==> src/rtl/core/dvc_pkg.sv <==
// Package for the duplicate vector counter: word types of the input and result
// channels, and the command and status groups between controller and datapath.
// No dependencies.
package dvc_pkg;

  localparam int IN_WORD_W = 32;
  localparam int CFG_W     = 8;
  localparam int INDEX_W   = 5;
  localparam int COUNT_W   = 6;

  typedef struct packed {
    logic [IN_WORD_W-1:0] element_word;
    logic                 last_of_set;
  } dvc_in_t;

  typedef struct packed {
    logic [INDEX_W-1:0] first_index;
    logic [COUNT_W-1:0] occurrence_count;
    logic [COUNT_W-1:0] distinct_total;
    logic               overflow;
    logic               last_result;
  } dvc_out_t;

  // Commands from the controller to the datapath.
  typedef struct packed {
    logic load;
    logic i_inc;
    logic grp_start;
    logic j_inc;
    logic grp_close;
    logic w_clear;
    logic rd_issue;
    logic word_next;
    logic vec_match;
    logic e_inc;
    logic gc_rd;
    logic out_fire;
    logic out_empty;
    logic clear_set;
  } dvc_cmd_t;

  // Status from the datapath to the controller.
  typedef struct packed {
    logic set_empty;
    logic i_end;
    logic seen_i;
    logic j_end;
    logic seen_j;
    logic words_eq;
    logic w_last;
    logic seen_e;
    logic k_last;
  } dvc_sts_t;

endpackage

==> src/rtl/core/dvc_ctrl.sv <==
// Controller of the duplicate vector counter: load, pairwise compare and
// result sequencing. Depends on dvc_pkg for the command and status groups.
module dvc_ctrl
  import dvc_pkg::*;
(
  input  logic     clk,
  input  logic     rst_n,
  input  logic     start,
  input  logic     last_of_set,
  input  dvc_sts_t sts,
  output dvc_cmd_t cmd,
  output logic     busy
);

  localparam logic [2:0] S_IDLE      = 3'd0;
  localparam logic [2:0] S_CHECK     = 3'd1;
  localparam logic [2:0] S_SCAN_I    = 3'd2;
  localparam logic [2:0] S_SCAN_J    = 3'd3;
  localparam logic [2:0] S_READ      = 3'd4;
  localparam logic [2:0] S_CMP       = 3'd5;
  localparam logic [2:0] S_EMIT_SCAN = 3'd6;
  localparam logic [2:0] S_EMIT_OUT  = 3'd7;

  logic [2:0] state_r;
  logic [2:0] state_nxt;

  always_ff @(posedge clk) begin
    if (!rst_n) begin
      state_r <= S_IDLE;
    end else begin
      state_r <= state_nxt;
    end
  end

  always_comb begin
    cmd       = '0;
    state_nxt = state_r;
    unique case (state_r)
      S_IDLE: begin
        if (start) begin
          cmd.load = 1'b1;
          if (last_of_set) begin
            state_nxt = S_CHECK;
          end
        end
      end
      S_CHECK: begin
        if (sts.set_empty) begin
          cmd.out_empty = 1'b1;
          cmd.clear_set = 1'b1;
          state_nxt     = S_IDLE;
        end else begin
          state_nxt = S_SCAN_I;
        end
      end
      S_SCAN_I: begin
        if (sts.i_end) begin
          state_nxt = S_EMIT_SCAN;
        end else if (sts.seen_i) begin
          cmd.i_inc = 1'b1;
        end else begin
          cmd.grp_start = 1'b1;
          state_nxt     = S_SCAN_J;
        end
      end
      S_SCAN_J: begin
        if (sts.j_end) begin
          cmd.grp_close = 1'b1;
          state_nxt     = S_SCAN_I;
        end else if (sts.seen_j) begin
          cmd.j_inc = 1'b1;
        end else begin
          cmd.w_clear = 1'b1;
          state_nxt   = S_READ;
        end
      end
      S_READ: begin
        cmd.rd_issue = 1'b1;
        state_nxt    = S_CMP;
      end
      S_CMP: begin
        // A mismatch ends this pair early; a full match marks the later vector.
        if (!sts.words_eq) begin
          cmd.j_inc = 1'b1;
          state_nxt = S_SCAN_J;
        end else if (sts.w_last) begin
          cmd.vec_match = 1'b1;
          state_nxt     = S_SCAN_J;
        end else begin
          cmd.word_next = 1'b1;
          state_nxt     = S_READ;
        end
      end
      S_EMIT_SCAN: begin
        if (sts.seen_e) begin
          cmd.e_inc = 1'b1;
        end else begin
          cmd.gc_rd = 1'b1;
          state_nxt = S_EMIT_OUT;
        end
      end
      S_EMIT_OUT: begin
        cmd.out_fire = 1'b1;
        if (sts.k_last) begin
          cmd.clear_set = 1'b1;
          state_nxt     = S_IDLE;
        end else begin
          state_nxt = S_EMIT_SCAN;
        end
      end
      default: begin
        state_nxt = S_IDLE;
      end
    endcase
  end

  assign busy = (state_r != S_IDLE);

  // The block only returns to idle on the edge that sends the final result.
  a_idle_after_result: assert property (@(posedge clk) disable iff (!rst_n)
    (state_r != S_IDLE) && (state_nxt == S_IDLE) |-> (cmd.out_fire || cmd.out_empty))
    else $error("controller went idle without sending a final result");

endmodule

==> config.mk <==
export PLATFORM = sky130hd
export DESIGN_NAME = dvc_ctrl
export DESIGN_NICKNAME = d
export VERILOG_FILES = /design/src/rtl/core/dvc_pkg.sv /design/src/rtl/core/dvc_ctrl.sv
export SDC_FILE = /design/constraint.sdc
export NUM_CORES = 1
export LEC_CHECK = 0
export ABC_AREA = 1
export BUFFER_PORTS_ARGS = -buffer_cell sky130_fd_sc_hd__buf_2
export CELL_PAD_IN_SITES_DETAIL_PLACEMENT = 1
export CELL_PAD_IN_SITES_GLOBAL_PLACEMENT = 1
export CORE_MARGIN = 2
export CORE_UTILIZATION = 21
export DETAILED_ROUTE_END_ITERATION = 16
export GPL_TIMING_DRIVEN = 1
export HOLD_SLACK_MARGIN = 0.05
export PLACE_DENSITY = 0.78
export REMOVE_ABC_BUFFERS = 1
export SETUP_SLACK_MARGIN = 0.15
export SYNTH_ARGS = -nofsm -noshare
export SYNTH_HDL_FRONTEND = slang
export SYNTH_SLANG_ARGS = --single-unit
export TNS_END_PERCENT = 10
==> constraint.sdc <==
create_clock -name clk -period 1.13 [get_ports clk]
set_input_delay 0.1695 -clock clk [delete_from_list [all_inputs] [get_ports clk]]
set_output_delay 0.1695 -clock clk [all_outputs]
set_load 0.02 [all_outputs]
==> results by group, run 1 <==
Critical path
  – Slowest CP cell: dfxtp_4
  – WP data arrival: 1140 ps
  – Critical path class: reg2out
  – Crit path capture type: output pin
  – CP cell instances: nand2_4, nor2_4, inv_2, o21ai_2, buf_4
  – Startpoint types: flop
  – Worst stage delay on the critical path: 390 ps
  – CP Data Required Time: 960 ps
  – CP Max Fanout: 6

Placed design
  – Hpwl dp: 1210 um
  – Placed cells: 133
  – RePlAce Congestion: 0.765
  – PortBufs: 27
  – Placement Setup Slack: -168 ps

STA
  – Worst slew pin tran: 296 ps
  – RSZ-0062 raised after global routing: yes
  – Pins Over Slew Limit: 0
  – Crit path time final: 1310 ps
  – Clock Skews: 3.36 ps
  – Hold WS: 153 ps
  – Setup-failing EPs final: 18
  – Fin. Hold Viols: 0
  – Fmax: 761 MHz
  – Tcrit/Tclk final: 116%
  – Setup slack after layout: -184 ps
  – Slew Limit Headroom: 80.2%

Final layout
  – Fill cells: 263
  – Final #Nets: 129
  – # diodes: 0
  – Biggest regs: state_r (3)
  – Most flop-heavy register: state_r
  – Multi-input logic area: 324 um2
  – Share of layout cells above drive strength 1: 54.8%
  – Final Non-Filler Cells: 140
  – Reg area: 71.3 um2
  – Layout area overhead: 85.4%
  – Max reg flops: 3
  – Most frequent cells in the layout: 16 x nand2_1, 16 x buf_4, 15 x buf_2, 14 x nor2_1, 12 x inv_1

Logic synthesis
  – Cell area after synthesis: 402 um2
  – Seq cells post-synth: 3
  – Top cell type by total area after synthesis: nand2_1
  – Avg Cell Area, Syn: 5.15 um2
  – Synth top area share: 17.8%
  – YS warnings: 0
  – Mapped Cells: 78
  – Seq/Total Area, Yosys: 15.0%
  – Top post-synthesis cells by area: nand2_1 18%, nor2_1 17%, dfxtp_1 15%, inv_1 13%, nand3_1 7.5%
  – Count of different cell masters after synthesis: 15

GRT
  – Initial antenna violation count: 0
  – Gr usage total: 13.9%
  – Gr ovfl total: 0
  – Largest net degree at the start of global routing: 7
  – Vias in the first global route: 597
  – First-pass GRT wire length: 2300 um

Floorplan
  – Core area: 1760 um2
  – Die area: 2280 um2
  – Initial Util: 22.8%
  – Row count: 15
  – Chip Width: 47.7 um
  – DIE HEIGHT: 47.7 um
  – Top Ports: 28

Clocking
  – CTS Buffer Depth: 2
  – Cts hold-fix bufs: 0
  – Clock transition at path regs: 40 ps
  – CTS root buffer: clkbuf_4
  – Total CTS buffers: 3
  – Worst-Skew Late Latency: 230 ps
  – CTS tree: yes
  – H-tree depth: 1
  – Clock sink count: 3

Power and ir drop
  – Pwr Total: 1190 uW
  – P per Cell Area: 1600 nW/um2
  – Worst VDD drop: 0.741 mV
  – Lkg Pwr: 0.000442 uW

Min path
  – Hold Crit Class: in2reg

Drt
  – Post-detailed-route count of antenna-violating nets: 0
  – Initial DRC count: 2
  – Via-to-Cell Ratio: 4.36
  – Total Wirelength: 1470 um
  – Residual DRC: 0
  – Drt first pass iters: 2
  – Detailed-route via count: 611
  – Routed length per instance: 10.5 um

Run status
  – Status: finished with violations
  – Failing checks: negative setup slack

Job
  – Max-cap viol count: 0
==> cell families after synthesis <==
family / after synthesis / synth area share [%]
AND/OR/NAND/NOR: 52 / 58.3
flip-flops: 3 / 15.0
buffers and inverters: 17 / 18.4
AO/OA/AOI/OAI: 6 / 8.41
==> layout make-up <==
type	count	area share (%)
flip-flops and latches	3	9.58
clock buffers	4	3.53
multi-input cells	58	43.5
inverters	16	8.40
repair buffers	34	30.8
well taps	25	4.20
==> cells in the mapped netlist <==
| cell type | n |
|---|---|
| nand2_1 | 19 |
| nor2_1 | 18 |
| inv_1 | 14 |
| nand3_1 | 6 |
| o21ai_0 | 4 |
| dfxtp_1 | 3 |
| nor2_2 | 3 |
| inv_2 | 2 |
| nand4_1 | 2 |
| nor3_1 | 2 |
| a21oi_1 | 1 |
| clkbuf_8 | 1 |
| nand3_2 | 1 |
| nor2b_4 | 1 |
| o21ai_2 | 1 |
==> metal layers <==
metal	up-vias	track usage (%)	part of all wire (%)
met5	-	0	0
met4	0	3.24	0
met3	0	1.13	4.0
met2	17	27.7	52
met1	282	15.7	43
li1	312	-	-
==> critical path: cells and delay by family (launching register included) <==
| family | cells | cell delay (ps) |
|---|---|---|
| buf+inv | 2 | 220 |
| simple gates | 2 | 200 |
| compound gates | 1 | 100 |
| flops | 1 | 390 |
==> path summary, 6_finish.rpt <==
kind | from | to | slack [ps] | cells past startpoint
setup / recovery | state_r[0]$_SDFFE_PN0P_ | cmd[10] | -180 | 5
hold / removal | rst_n | state_r[0]$_SDFFE_PN0P_ | 150 | 3
setup reg to reg | state_r[1]$_SDFFE_PN0P_ | state_r[1]$_SDFFE_PN0P_ | -130 | 9
hold reg to reg | state_r[2]$_SDFFE_PN0P_ | state_r[2]$_SDFFE_PN0P_ | 660 | 2
==> power by group <==
| part | total [uW] | internal (uW) | switching, uW | leakage, uW |
|---|---|---|---|---|
| Clock | 183 | 132 | 50.9 | 0.0000150 |
| Sequential | 225 | 156 | 68.7 | 0.0000267 |
| Combinational | 786 | 343 | 443 | 0.000401 |
| Total | 1190 | 631 | 562 | 0.000442 |
==> per-stage QoR <==
stage,utilization (%),instance area [um2],TNS [ps]
after floorplan,-,388,-1310
final,42.2,744,-2210
after detailed placement,33.1,584,-678
after global placement,33.1,584,-374
after CTS,40.3,711,-2480
after global routing,42.2,744,-3470
==> what timing repair did <==
| action | 4_1_cts | 5_1_grt |
|---|---|---|
| endpoints found under the setup margin | 18 | 18 |
| resized for setup | 33 | 8 |
| setup buffers | 2 | 1 |
| pin swaps | 6 | 3 |
Note: power is estimated with default switching activity, not from simulation.
==> run 2, diff against run 1 <==
Settings changed: ABC_AREA 1 to default, CORE_UTILIZATION 21 to 22, PLACE_DENSITY 0.78 to default, PLACE_DENSITY_LB_ADDON from default to 0.1.
==> run 2 against run 1 <==
Compared with the run above:
- sequential cell count did not move
- sequential power shrank 18%
- count of clock-buffer cells in the layout unchanged
- the flow still finishes with violations (negative setup slack)
- synthesized area is 2.8% lower
- fmax fell by 8.6%
- non-clock buffer count increased by 4
- global-route usage grew 2.4 points
- synthesized cell count decreased by 27%
==> results by group, run 2 <==
Run status
  – Status: finished with violations
  – Failing checks: negative setup slack

Drt
  – Routed length per instance: 13.2 um (+26%)
  – Via-to-Cell Ratio: 5.04 (+16%)
  – Drt first pass iters: 2 (unchanged)
  – Post-detailed-route count of antenna-violating nets: 0 (unchanged)
  – Residual DRC: 0 (unchanged)
  – Total Wirelength: 1480 um (+0.82%)
  – Initial DRC count: 5 (+3)
  – Detailed-route via count: 565 (-7.5%)

Job
  – Max-cap viol count: 0 (unchanged)

Power and ir drop
  – Combinational Power Share: 63.9% (-2.0 points)
  – Pwr Total: 1060 uW (-11%)
  – Sw Ratio: 43.3% (-3.8 points)
  – P per Cell Area: 1420 nW/um2 (-11%)
  – Sequential share of power: 17.4% (-1.4 points)
  – Worst VDD drop: 0.522 mV (-30%)
  – Lkg Pwr: 0.000362 uW (-18%)
  – Net Sw Power: 461 uW (-18%)
  – Clock share of power: 18.7% (+3.4 points)
  – Int Pwr: 603 uW (-4.4%)

GRT
  – Largest net degree at the start of global routing: 13 (+6)
  – Initial antenna violation count: 0 (unchanged)
  – Gr usage total: 16.4% (+2.4 points)
  – Vias in the first global route: 580 (-2.8%)
  – First-pass GRT wire length: 2490 um (+8.1%)
  – Gr ovfl total: 0 (unchanged)

Logic synthesis
  – EDFF count, synth: 0 (unchanged)
  – Synth top area share: 15.4% (-2.4 points)
  – Cell area after synthesis: 390 um2 (-2.8%)
  – Top post-synthesis cells by area: dfxtp_1 15%, nand2_1 8.7%, buf_2 5.1%, nor3_1 5.1%, nor2_1 4.8%
  – Seq/Total Area, Yosys: 15.4% (+0.43 points)
  – Post-synth top flop: dfxtp_1
  – Avg Cell Area, Syn: 6.85 um2 (+33%)
  – Count of different cell masters after synthesis: 30 (+15)
  – Mapped Cells: 57 (-27%)
  – Most common cell in the netlist: nand2_1
  – Seq cells post-synth: 3 (unchanged)
  – Post-synth ARST share: 0% (unchanged)
  – Top cell type by total area after synthesis: dfxtp_1
  – Post-synth top cells: 9 x nand2_1, 5 x nor2_1, 4 x buf_2, 4 x nor3_1
  – YS warnings: 0 (unchanged)

Final layout
  – Final core occ: 44.2% (+2.0 points)
  – Fill cells: 226 (-14%)
  – Max reg flops: 3 (unchanged)
  – Commonest non-fill, non-tap cell in the layout: buf_4
  – Layout area overhead: 91.3%
  – Most flop-heavy register: state_r
  – Biggest regs: state_r (3)
  – Final #Nets: 109 (-16%)
  – Most frequent cells in the layout: 19 x buf_4, 15 x buf_2, 8 x nand2_1, 4 x buf_6
  – Share of layout cells above drive strength 1: 62.1% (+7.3 points)
  – # diodes: 0 (unchanged)

Placed design
  – RePlAce Congestion: 0.729 (-4.8%)
  – Hpwl dp: 1090 um (-10%)
  – PortBufs: 27 (unchanged)

Critical path
  – Crit-path leading delay family: simple AND/OR/NAND/NOR gates
  – Buf/Inv on CP: 1 (-1)
  – Crit path capture type: output pin
  – CP Max Fanout: 6 (unchanged)
  – WP data arrival: 1270 ps (+130 ps)
  – CP Data Required Time: 960 ps (about the same)
  – CP cell instances: and2b_4, and3b_1, a21o_1, buf_6
  – Worst stage delay on the critical path: 360 ps (-30 ps)
  – Critical path class: reg2out
  – Startpoint types: flop
  – Critical path depth: 4 (-1)
  – R2R depth: 4 (-5)
  – Slowest CP cell: dfxtp_4

Floorplan
  – DIE HEIGHT: 46.1 um (-3.4%)
  – Chip Width: 46.1 um (-3.4%)
  – Die area: 2130 um2 (-6.6%)
  – Core area: 1690 um2 (-4.3%)
  – Top Ports: 28 (unchanged)
  – Initial Util: 23.1% (+0.35 points)
  – Row count: 15 (unchanged)

Clocking
  – Clock sink count: 3 (unchanged)
  – CTS tree: yes
  – Cts hold-fix bufs: 0 (unchanged)
  – CTS root buffer: clkbuf_4
  – CTS Buffer Depth: 2 (unchanged)
  – # Post-CTS Setup Buffers: 0 (-2)
  – Worst-Skew Late Latency: 240 ps (about the same)
  – Clock transition at path regs: 40 ps (about the same)
  – H-tree depth: 1 (unchanged)
  – Total CTS buffers: 3 (unchanged)

STA
  – Pins Over Slew Limit: 0 (unchanged)
  – Clock Skews: 8.29 ps (+4.93 ps)
  – Crit path time final: 1440 ps (+124 ps)
  – Slew Limit Headroom: 83.5% (+3.3 points)
  – Tcrit/Tclk final: 127% (+11 points)
  – Setup slack after layout: -309 ps (-124 ps)
  – Worst slew pin tran: 247 ps (-48.9 ps)
  – RSZ-0062 raised after global routing: yes
  – Fmax: 695 MHz (-8.6%)
  – Fin. Hold Viols: 0 (unchanged)
  – Setup-failing EPs final: 18 (unchanged)

Min path
  – Hold Crit Class: in2reg
  – Hold depth: 3 (unchanged)
-- run 2: changes by cell type after synthesis, moves of 3 or more --
cell | previous run | this run
nand2_1 | 19 | 9
inv_1 | 14 | 3
nor2_1 | 18 | 5
nor2_2 | 3 | 0
o21ai_0 | 4 | 1
buf_2 | 0 | 4
nand3_1 | 6 | 0
-- run 2: area by class of cell --
| cell class | count | area [um2] | share of cell area (%) |
|---|---|---|---|
| Inverter | 3 | 11.3 | 1.51 |
| Sequential cell | 3 | 68.8 | 9.21 |
| Timing Repair Buffer | 38 | 263 | 35.2 |
| Tap cell | 17 | 21.3 | 2.85 |
| Clock buffer | 4 | 26.3 | 3.52 |
| Multi-Input combinational cell | 47 | 357 | 47.7 |
-- run 2: worst paths after layout --
kind,start,slack [ps],to
worst min-delay path,rst_n,180,state_r[2]$_SDFFE_PN0P_
worst max-delay path,state_r[2]$_SDFFE_PN0P_,-310,cmd[0]
worst min register to register,state_r[1]$_SDFFE_PN0P_,690,state_r[2]$_SDFFE_PN0P_
worst max register to register,state_r[2]$_SDFFE_PN0P_,-190,state_r[2]$_SDFFE_PN0P_
-- run 2: logic make-up after synthesis --
logic type             share of synthesized area, %
AND/OR/NAND/NOR                                45.5
AO/OA/AOI/OAI                                  31.1
buffers and inverters                          8.01
flip-flops                                     15.4
-- run 2: per-layer routing --
metal | share of wire [%] | track usage [%]
met2 | 54 | 28.9
met5 | 0 | 0
met4 | 0 | 6.86
met3 | 4.0 | 3.14
met1 | 42 | 19.0
-- run 2: through the flow --
stage               hold WS (ps)  worst slack, ps  std cells  instance area, um2  setup TNS [ps]
global route                 196             -360        112                 747           -4800
CTS                          172             -314        112                 707           -3810
finish                       176             -309        112                 747           -3690
detailed placement           438             -199        108                 609           -1250
floorplan                    287             -441         53                 370           -2470
global placement             427             -151        108                 609           -1180
-- run 2: worst min-delay path: stages --
cell and delay (ps):
buf_2 110, o211ai_2 60, a31oi_1 40
-- run 2: power by group through the flow --
stage	combinational (uW)	sequential (uW)	clock, uW
6_report	680	185	199
5_1_grt	743	191	221
4_1_cts	663	182	204
3_5_place_dp	589	165	0
3_3_place_gp	585	164	0
2_1_floorplan	293	198	0
-- run 2: timing repair --
| item | CTS | global route |
|---|---|---|
| resized for setup | 22 | 13 |
| pin swaps | 5 | 3 |
| setup endpoints to repair | 18 | 18 |
==> run 3, diff against run 2 <==
Settings changed: REMOVE_ABC_BUFFERS 1 to default.
==> run 3 against run 2 <==
Compared with the run above:
- the flow still finishes with violations (negative setup slack)
- die area did not move
- sequential power shrank 8%
- via count down 0.53%
- sequential cell count unchanged
- setup slack gained 8.1 ps
- combinational power is essentially flat
- critical endpoint unchanged
- clock skew is 5.0 ps lower
- sequential share of layout area down 0.48 points
- power shrank 2.8%
- register-to-register slack got worse by 60 ps
- count of clock-buffer cells in the layout stayed put
==> results by group, run 3 (synthesized netlist as in run 2, its figures left out) <==
GRT
  – Initial antenna violation count: 0 (unchanged)
  – Gr usage total: 15.5% (-0.89 points)
  – Gr ovfl total: 0 (unchanged)
  – First-pass GRT wire length: 2440 um (-2.2%)
  – Vias in the first global route: 573 (-1.2%)
  – Largest net degree at the start of global routing: 19 (+6)

Final layout
  – Biggest regs: state_r (3)
  – Reg area: 66.3 um2 (-3.6%)
  – Fill cells: 213 (-5.8%)
  – Share of layout cells above drive strength 1: 65.3% (+3.2 points)
  – Layout area overhead: 94.6%
  – Most frequent cells in the layout: 18 x buf_4, 16 x buf_2, 8 x nand2_1, 4 x nor3_2
  – Commonest non-fill, non-tap cell in the layout: buf_4
  – Multi-input logic area: 365 um2 (+2.5%)
  – Most flop-heavy register: state_r
  – Final #Nets: 109 (unchanged)
  – # diodes: 0 (unchanged)
  – Max reg flops: 3 (unchanged)

Drt
  – Routed length per instance: 12.5 um (-5.6%)
  – Detailed-route via count: 562 (-0.53%)
  – Post-detailed-route count of antenna-violating nets: 0 (unchanged)
  – Initial DRC count: 5 (unchanged)
  – Wire length on met1: 624 um (+0.32%)
  – WL met2: 719 um (-9.7%)
  – Via-to-Cell Ratio: 5.02 (-0.53%)
  – Max layer used: met3
  – Residual DRC: 0 (unchanged)
  – Total Wirelength: 1400 um (-5.6%)
  – Drt first pass iters: 4 (+2)
  – Detail Route met3 WL: 52 um (-12%)

STA
  – Pins Over Slew Limit: 0 (unchanged)
  – Clock Skews: 3.25 ps (-5.04 ps)
  – Hold WS: 191 ps (+15.0 ps)
  – Fmax: 699 MHz (+0.57%)
  – Slew Limit Headroom: 82.7% (-0.74 points)
  – Setup-failing EPs final: 18 (unchanged)
  – Setup_tns: -3230 ps (+458 ps)
  – Crit path time final: 1430 ps (-8.15 ps)
  – RSZ-0062 raised after global routing: yes
  – Fin. Hold Viols: 0 (unchanged)
  – Worst slew pin tran: 258 ps (+11.3 ps)
  – Tcrit/Tclk final: 127% (-0.72 points)
  – Setup slack after layout: -300 ps (+8.15 ps)

Run status
  – Failing checks: negative setup slack
  – Status: finished with violations

Floorplan
  – Top Ports: 28 (unchanged)
  – Core area: 1690 um2 (unchanged)
  – DIE HEIGHT: 46.1 um (unchanged)
  – Initial Util: 23.1% (unchanged)
  – Die area: 2130 um2 (unchanged)
  – Chip Width: 46.1 um (unchanged)
  – Row count: 15 (unchanged)

Critical path
  – Worst stage delay on the critical path: 360 ps (about the same)
  – WP data arrival: 1260 ps (about the same)
  – Critical path class: reg2out
  – Startpoint types: flop
  – Slowest CP cell: dfxtp_4
  – CP Data Required Time: 960 ps (about the same)
  – Crit-path leading delay family: simple AND/OR/NAND/NOR gates
  – Critical path depth: 4 (unchanged)
  – CP cell instances: and2b_4, and3b_2, a21o_1, buf_6
  – Buf/Inv on CP: 1 (unchanged)
  – R2R depth: 5 (+1)
  – Crit path capture type: output pin
  – CP Max Fanout: 5 (-1)

Logic synthesis
  – Syn_nets: 70

Clocking
  – Cts hold-fix bufs: 0 (unchanged)
  – H-tree depth: 1 (unchanged)
  – Clock sink count: 3 (unchanged)
  – Total CTS buffers: 3 (unchanged)
  – CTS tree: yes
  – CTS root buffer: clkbuf_4
  – Worst-Skew Late Latency: 230 ps (about the same)
  – CTS Buffer Depth: 2 (unchanged)
  – Clock transition at path regs: 40 ps (about the same)

Placed design
  – PortBufs: 27 (unchanged)
  – RePlAce Congestion: 0.758 (+4.1%)
  – Placement Setup Slack: -135 ps (+64.5 ps)
  – Hpwl dp: 1070 um (-1.2%)

Power and ir drop
  – Sequential share of power: 16.5% (-0.9 points)
  – Net Sw Power: 441 uW (-4.3%)
  – Clock share of power: 17.9% (-0.8 points)
  – Combinational Power Share: 65.6% (+1.7 points)
  – Lkg Pwr: 0.000364 uW (+0.61%)
  – Sw Ratio: 42.7% (-0.67 points)
  – Worst VDD drop: 0.902 mV (+73%)
  – P per Cell Area: 1360 nW/um2 (-4.4%)
  – Int Pwr: 593 uW (-1.6%)

Min path
  – Hold Crit Class: in2reg
  – Hold depth: 3 (unchanged)

Job
  – Max-cap viol count: 0 (unchanged)
-- run 3: power groups by stage --
| stage | sequential, uW | combinational [uW] | clock, uW |
|---|---|---|---|
| after floorplan | 154 | 390 | 0 |
| final | 171 | 679 | 185 |
| after CTS | 165 | 650 | 191 |
| after global routing | 174 | 747 | 207 |
| after detailed placement | 160 | 596 | 0 |
| after global placement | 157 | 592 | 0 |
-- run 3: per-stage QoR --
stage	util [%]	cell area [um2]	power [uW]	cells
CTS	42.1	711	1010	112
floorplan	-	439	544	57
global placement	38.4	648	750	107
finish	45.0	759	1030	112
global route	45.0	759	1130	112
detailed placement	38.4	648	756	107
-- run 3: final cells by class --
cell class,count,share of cell area (%)
multi-input cells,47,48.1
repair buffers,38,35.4
flip-flops and latches,3,8.73
clock buffers,4,3.46
inverters,3,1.48
well taps,17,2.80
-- run 3: final timing paths --
path	slack (ps)	startpoint	end
min	190	rst_n	state_r[2]$_SDFFE_PN0P_
max	-300	state_r[0]$_SDFFE_PN0P_	cmd[0]
min reg2reg	720	state_r[0]$_SDFFE_PN0P_	state_r[1]$_SDFFE_PN0P_
max reg2reg	-250	state_r[2]$_SDFFE_PN0P_	state_r[2]$_SDFFE_PN0P_
-- run 3: per-layer routing --
metal | vias to the layer above | GRT usage, %
li1 | 281 | -
met1 | 266 | 19.6
met2 | 15 | 27.2
met3 | 0 | 2.35
met4 | 0 | 3.43
met5 | - | 0
-- run 3: what timing repair did --
item	in CTS	in global routing
endpoints found under the setup margin	18	18
pin swaps	3	3
buffers inserted	1	0
cloned	0	0
resized for setup	10	17
-- run 3: worst min-delay path, stage by stage --
cell and delay (ps):
buf_2 110, o211ai_2 50, a31oi_1 40
